===== config.mk =====
export PLATFORM = sky130hd
export DESIGN_NAME = bpe_ctrl
export DESIGN_NICKNAME = d
export VERILOG_FILES = /design/src/bpe_pkg.sv /design/src/bpe_ctrl.sv
export SDC_FILE = /design/constraint.sdc
export NUM_CORES = 1
export LEC_CHECK = 0
export BUFFER_PORTS_ARGS = -buffer_cell sky130_fd_sc_hd__buf_2
export CORE_AREA = 2 2 39 41
export DETAILED_ROUTE_END_ITERATION = 8
export DIE_AREA = 0 0 41 43
export PLACE_DENSITY = 0.56
export REMOVE_ABC_BUFFERS = 1
export SKIP_LAST_GASP = 1
export SYNTH_ARGS = -nofsm -noshare
export SYNTH_HDL_FRONTEND = slang
export SYNTH_SLANG_ARGS = --single-unit
export TNS_END_PERCENT = 20

===== constraint.sdc =====
create_clock -name clk -period 2.2 [get_ports clk]
set_input_delay 0.22 -clock clk [delete_from_list [all_inputs] [get_ports clk]]
set_output_delay 0.22 -clock clk [all_outputs]
set_load 0.1 [all_outputs]

===== src/bpe_pkg.sv =====
// Shared types and constants for the byte pair dictionary expander.
package bpe_pkg;

    localparam logic [7:0] TERMINATOR = 8'hF0;
    localparam int         WALK_LIMIT = 4096;
    localparam int         POP_W      = $clog2(WALK_LIMIT + 1);
    localparam int         LEN_W      = 3;

    localparam logic ACT_LOAD   = 1'b0;
    localparam logic ACT_EXPAND = 1'b1;

    typedef enum logic [1:0] {
        ST_OK   = 2'd0,
        ST_TERM = 2'd1,
        ST_CAP  = 2'd2,
        ST_OVF  = 2'd3
    } status_t;

    typedef struct packed {
        logic             is_pair;
        logic [LEN_W-1:0] len;
        logic [31:0]      value;
    } entry_t;

    typedef enum logic [2:0] {
        S_IDLE,
        S_VISIT,
        S_ENTRY,
        S_LEAF,
        S_NEXT,
        S_POP
    } state_t;

    typedef struct packed {
        logic    load_entry;
        logic    init_walk;
        logic    visit;
        logic    latch_leaf;
        logic    push_pair;
        logic    emit_byte;
        logic    pop_issue;
        logic    pop_load;
        logic    finish;
        status_t fin_status;
    } cmd_t;

    typedef struct packed {
        logic start_load;
        logic start_term;
        logic limit_hit;
        logic cur_live;
        logic is_pair;
        logic overflow;
        logic leaf_more;
        logic cap_hit;
        logic stack_empty;
    } stat_t;

endpackage


===== src/bpe_ctrl.sv =====
// Walk controller: sequences loads, tree visits, leaf byte output and stack pops.
module bpe_ctrl (
    input  logic          clk,
    input  logic          rst_n,
    input  logic          start,
    input  bpe_pkg::stat_t stat,
    output bpe_pkg::cmd_t  cmd,
    output logic          busy
);
    import bpe_pkg::*;

    state_t state_reg;
    state_t state_next;

    always_ff @(posedge clk or negedge rst_n)
    begin
        if (!rst_n)
        begin
            state_reg <= S_IDLE;
        end
        else
        begin
            state_reg <= state_next;
        end
    end

    always_comb
    begin
        state_next = state_reg;
        case (state_reg)
            S_IDLE:
            begin
                if (start && !stat.start_load && !stat.start_term)
                begin
                    state_next = S_VISIT;
                end
            end
            S_VISIT:
            begin
                if (stat.limit_hit)
                begin
                    state_next = S_IDLE;
                end
                else if (stat.cur_live)
                begin
                    state_next = S_ENTRY;
                end
                else
                begin
                    state_next = S_NEXT;
                end
            end
            S_ENTRY:
            begin
                if (stat.is_pair)
                begin
                    state_next = stat.overflow ? S_IDLE : S_VISIT;
                end
                else
                begin
                    state_next = S_LEAF;
                end
            end
            S_LEAF:
            begin
                if (stat.leaf_more)
                begin
                    state_next = stat.cap_hit ? S_IDLE : S_LEAF;
                end
                else
                begin
                    state_next = S_NEXT;
                end
            end
            S_NEXT:
            begin
                state_next = stat.stack_empty ? S_IDLE : S_POP;
            end
            S_POP:
            begin
                state_next = S_VISIT;
            end
            default:
            begin
                state_next = S_IDLE;
            end
        endcase
    end

    always_comb
    begin
        cmd = '0;
        cmd.fin_status = ST_OK;
        case (state_reg)
            S_IDLE:
            begin
                if (start)
                begin
                    if (stat.start_load)
                    begin
                        cmd.load_entry = 1'b1;
                    end
                    else if (stat.start_term)
                    begin
                        cmd.init_walk  = 1'b1;
                        cmd.finish     = 1'b1;
                        cmd.fin_status = ST_TERM;
                    end
                    else
                    begin
                        cmd.init_walk = 1'b1;
                    end
                end
            end
            S_VISIT:
            begin
                if (stat.limit_hit)
                begin
                    cmd.finish     = 1'b1;
                    cmd.fin_status = ST_OVF;
                end
                else
                begin
                    cmd.visit = 1'b1;
                end
            end
            S_ENTRY:
            begin
                if (!stat.is_pair)
                begin
                    cmd.latch_leaf = 1'b1;
                end
                else if (stat.overflow)
                begin
                    cmd.finish     = 1'b1;
                    cmd.fin_status = ST_OVF;
                end
                else
                begin
                    cmd.push_pair = 1'b1;
                end
            end
            S_LEAF:
            begin
                if (stat.leaf_more)
                begin
                    if (stat.cap_hit)
                    begin
                        cmd.finish     = 1'b1;
                        cmd.fin_status = ST_CAP;
                    end
                    else
                    begin
                        cmd.emit_byte = 1'b1;
                    end
                end
            end
            S_NEXT:
            begin
                if (stat.stack_empty)
                begin
                    cmd.finish = 1'b1;
                end
                else
                begin
                    cmd.pop_issue = 1'b1;
                end
            end
            S_POP:
            begin
                cmd.pop_load = 1'b1;
            end
            default:
            begin
                cmd = '0;
            end
        endcase
    end

    assign busy = (state_reg != S_IDLE);

endmodule


==> impl_metrics.yaml, run 1 <==
run_status:
  outcome: "finished clean"
timing:
  tightest_slew_ns: 0.490
  worst_slack_ns: 0.230
  fmax_ghz: 0.508
  drv_slew: 0
  fin_crit_ns: 1.97
  skew_ns: 0.00314
  fin_crit_sh_pct: 89.6
  rsz0062_at_grt: "no"
  setup_violations: 0
  finalHoldViolCount: 0
  max-slew-margin-rel_pct: 67.6
synthesis:
  avgSynthCellArea_um2: 7.97
  seq_area_frac_synth_pct: 21.9
  syn_inst: 43
  synth_area_leader_cell: "dfrtp_1"
  synth_seq_cells: 3
  netlist_top_cells_area: "dfrtp_1 (22%), nand2b_1 (7.3%), nor4b_4 (6.9%)"
  synth_top_area_share_pct: 21.9
  ys_warn_count: 0
  yosysUniqueCellTypes: 25
  synth_area_um2: 343
placement:
  place_hpwl_um: 697
  port-buffer-count: 23
  place_congestion: 0.696
  place_ws_ns: 0.479
final_layout:
  layout.nets: 81
  largest_register_ff_count: 3
  syn_to_final_growth_pct: 44.2
  register_area_um2: 75.1
  drive_above_1_share_pct: 42.6
  insertedDiodeCount: 0
  fill_cells: 160
  multi_input_area_um2: 233
clocking:
  htreeDepth: 1
  insertion_delay_ns: 0.23
  cts_buffers: 3
  cts_buffer_depth: 2
  clk_pin_slew_ns: 0.04
  clock-root-buffer: "clkbuf_4"
  cts_resized: 0
  cts.sinks: 3
  cts_tree: "built"
drt:
  vias: 406
  drt-pass1-iter-count: 4
  wl_um: 901
  antenna_left: 0
  wire_per_inst_um: 10.7
  drt-initial-drc-count: 7
  route.detailed.drc: 0
  viasPerCell: 4.83
floorplan:
  rows: 14
  start_util_pct: 24.8
  core_area_mm2: 0.00138
  die-area_mm2: 0.00176
  die_h_um: 43
  die_w_um: 41
  ios: 24
global_routing:
  grt_pass1_vias: 353
  grt_max_degree: 14
  antenna_found_initial: 0
  grtUsageTotal_pct: 10.5
  grt_overflow: 0
  grt_pass1_wl_mm: 1.29
run:
  max_cap_violations: 0
worst_setup_path:
  critPathBufInv: 1
  rr_worst_depth: 3
  end_kind: "output pin"
  crit-reg2reg-launch: "state_reg[2]"
  critPathKind: "flop to output pin"
  slowest_delay_ns: 0.50
  worstPathRequired_ns: 1.98
  slowest_stage: "dfrtp_1"
  path_delay_family: "simple AND/OR/NAND/NOR gates"
  worstPathArrival_ns: 1.75
  crit_fanout: 12
  reg2reg_to: "state_reg[0]"
  crit_chain: "nor3_2, nand3_1, nand3b_1, buf_2"
  start_kind: "flop"
  rrSetupSlack_ns: 0.81
worst_hold_path:
  min_from: "stat[0]"
  hold_end: "state_reg[2]"
  worstHoldPathType: "input port to flop"
  min_path_cells: 2
synth_stat cells:
cell type / n
and3_1: 2
dfrtp_1: 3
and2_1: 1
nand3b_1: 2
nor3_2: 1
a21oi_1: 4
nand2b_1: 4
a21o_1: 1
buf_2: 1
nor4_1: 1
and4b_1: 1
nand3_1: 1
nor3_1: 1
inv_1: 4
a32oi_1: 1
o221ai_1: 1
nand4b_1: 1
a222oi_1: 1
nor2_1: 2
buf_4: 2
nor4b_4: 1
nor2b_1: 1
nor4b_2: 1
nand2_1: 4
o22ai_1: 1
how the worst max path moves through the flow:
stage,to,from,cells after the start,slack (ns)
after CTS,cmd[2],state_reg[2],4,0.22
after detailed placement,cmd[2],state_reg[1],4,0.48
final,cmd[2],state_reg[1],4,0.23
after global placement,cmd[2],state_reg[2],4,0.48
after floorplan,cmd[6],state_reg[1],2,-1.44
after global routing,cmd[2],state_reg[1],4,0.06
placed cells by master, fill, tap and decap left out:
| master | netlist | routed |
|---|---|---|
| a21o_1 | 1 | 1 |
| a21oi_1 | 4 | 4 |
| a222oi_1 | 1 | 1 |
| a32oi_1 | 1 | 1 |
| and2_1 | 1 | 1 |
| and3_1 | 2 | 2 |
| and4b_1 | 1 | 1 |
| buf_2 | 1 | 23 |
| clkbuf_1 | 0 | 1 |
| clkbuf_4 | 0 | 3 |
| dfrtp_1 | 3 | 3 |
| dlygate4sd3_1 | 0 | 1 |
| inv_1 | 4 | 4 |
| nand2_1 | 4 | 4 |
| nand2b_1 | 4 | 4 |
| nand3_1 | 1 | 1 |
| nand3b_1 | 2 | 2 |
| nand4b_1 | 1 | 1 |
| nor2_1 | 2 | 2 |
| nor2b_1 | 1 | 1 |
| nor3_1 | 1 | 1 |
| nor3_2 | 1 | 1 |
| nor4_1 | 1 | 1 |
| nor4b_2 | 1 | 1 |
| nor4b_4 | 1 | 1 |
| o221ai_1 | 1 | 1 |
| o22ai_1 | 1 | 1 |
layer usage:
layer	routed length [um]	global-route usage, %	vias up	share of wire, %
li1	-	-	208	-
met1	439	14.4	178	49
met2	367	15.0	20	41
met3	94	3.14	0	10
met4	0	4.00	0	0
met5	0	0	-	0
what timing repair did:
action,in CTS,in global routing
hold buffers,1,0
endpoints found under the hold margin,3,0
setup buffers,0,0
layout make-up:
class	count	share of cell area, %
Inverter	4	3.04
Multi-Input combinational cell	33	47.1
Tap cell	16	4.05
Sequential cell	3	15.2
Timing Repair Buffer	24	25.3
Clock buffer	4	5.32
metrics by stage:
step | hold slack, ns | TNS (ns) | instances | area [um^2] | util [%]
after floorplan | -0.0756 | -2.11 | 40 | 323 | -
after global placement | 0.0174 | 0 | 79 | 458 | 33.1
after detailed placement | 0.0183 | 0 | 79 | 458 | 33.1
after CTS | 0.232 | 0 | 84 | 494 | 35.7
after global routing | 0.236 | 0 | 84 | 494 | 35.7
final | 0.239 | 0 | 84 | 494 | 35.7
cells by family (layout without fill, tap and decap cells):
family                 count (synthesis)  count (layout)  synth area share (%)
AOI/OAI and AO/OA                      9               9                  17.9
DFF                                    3               3                  21.9
buffers and inverters                  7              32                  10.2
and+or+nand+nor                       24              24                  50.0
Power of run 1 is not shown: default switching activity piles up to over one toggle a cycle in this logic, so the estimate is an artifact.
==> run 2: changes to the inputs <==
Settings changed: CTS_BUF_LIST set to sky130_fd_sc_hd__clkbuf_2.
==> impl_metrics.yaml, run 2 (synthesis results as in run 1) <==
run_status:
  outcome: "finished clean"
worst_setup_path:
  worstPathArrival_ns: 1.72
  slowest_delay_ns: 0.51
  crit-reg2reg-launch: "state_reg[2]"
  crit_chain: "nor3_2, nand3_1, nand3b_1, buf_2"
  reg2reg_to: "state_reg[0]"
  critPathBufInv: 1
  start_kind: "flop"
  rrSetupSlack_ns: 0.83
  path_delay_family: "simple AND/OR/NAND/NOR gates"
  slowest_stage: "dfrtp_1"
  crit_fanout: 12
  critPathKind: "flop to output pin"
  end_kind: "output pin"
  worstPathRequired_ns: 1.98
  rr_worst_depth: 3
timing:
  rsz0062_at_grt: "no"
  max-slew-margin-rel_pct: 67.6
  fin_crit_sh_pct: 88.2
  worst_slack_ns: 0.260
  finalHoldViolCount: 0
  drv_slew: 0
  fin_crit_ns: 1.94
  setup_violations: 0
  fmax_ghz: 0.515
  tightest_slew_ns: 0.490
  skew_ns: 0.00371
final_layout:
  fill_cells: 161
  layout.nets: 81
  insertedDiodeCount: 0
  syn_to_final_growth_pct: 42.3
  largest_register_ff_count: 3
  final_common_cell: "buf_2"
  drive_above_1_share_pct: 44.1
worst_hold_path:
  worstHoldPathType: "input port to flop"
  hold_end: "state_reg[2]"
  min_path_cells: 2
  min_from: "stat[0]"
global_routing:
  grt_overflow: 0
  grt_pass1_vias: 337
  grt_max_degree: 14
  grtUsageTotal_pct: 9.93
  grt_pass1_wl_mm: 1.24
  antenna_found_initial: 0
floorplan:
  die-area_mm2: 0.00176
  die_w_um: 41
  rows: 14
  die_h_um: 43
  core_area_mm2: 0.00138
  ios: 24
  start_util_pct: 24.8
clocking:
  cts_buffer_depth: 2
  cts_setup_buffers: 0
  cts.sinks: 3
  cts_resized: 0
  clk_pin_slew_ns: 0.04
  cts_hold_buf: 1
  clock-root-buffer: "clkbuf_2"
  cts_tree: "built"
  insertion_delay_ns: 0.20
  cts_buffers: 3
  htreeDepth: 1
placement:
  port-buffer-count: 23
  place_ws_ns: 0.479
  place_hpwl_um: 697
  place_congestion: 0.696
drt:
  dr.max_layer_used: "met3"
  drt-pass1-iter-count: 4
  wire_per_inst_um: 10.5
  dr_wl_met2_um: 346
  route.detailed.drc: 0
  drt-initial-drc-count: 14
  met3_length_um: 111
  wl_met1_um: 427
  vias: 406
  wl_um: 886
  antenna_left: 0
  viasPerCell: 4.83
run:
  max_cap_violations: 0
-- run 2: cell counts in the layout (fill, tap and decap cells not counted) --
No cell type changed its count.
-- run 2: area by class of cell --
class                           count  area [um^2]  area share (%)
Clock buffer                        4         20.0            4.10
Inverter                            4         15.0            3.08
Multi-Input combinational cell     33          233            47.7
Sequential cell                     3         75.1            15.4
Tap cell                           16         20.0            4.10
Timing Repair Buffer               24          125            25.6
-- run 2: worst max path at each step --
stage	start	end	slack [ns]	cells past startpoint
final	state_reg[1]	cmd[2]	0.26	4
after global placement	state_reg[2]	cmd[2]	0.48	4
after global routing	state_reg[1]	cmd[2]	0.08	4
after detailed placement	state_reg[1]	cmd[2]	0.48	4
after floorplan	state_reg[1]	cmd[6]	-1.44	2
after CTS	state_reg[1]	cmd[2]	0.25	4
-- run 2: layer usage --
layer	GRT usage, %	vias to the layer above
met5	0	-
met4	2.00	0
met3	3.14	0
met2	14.1	23
met1	14.4	178
li1	-	205
-- run 2: stage by stage --
step	hold WS (ns)	area, um^2	cells	utilization [%]	TNS, ns
2_1_floorplan	-0.0756	323	40	-	-2.11
3_3_place_gp	0.0174	458	79	33.1	0
3_5_place_dp	0.0183	458	79	33.1	0
4_1_cts	0.252	488	84	35.3	0
5_1_grt	0.245	488	84	35.3	0
6_report	0.262	488	84	35.3	0
Power of run 2 is left out for the same reason.
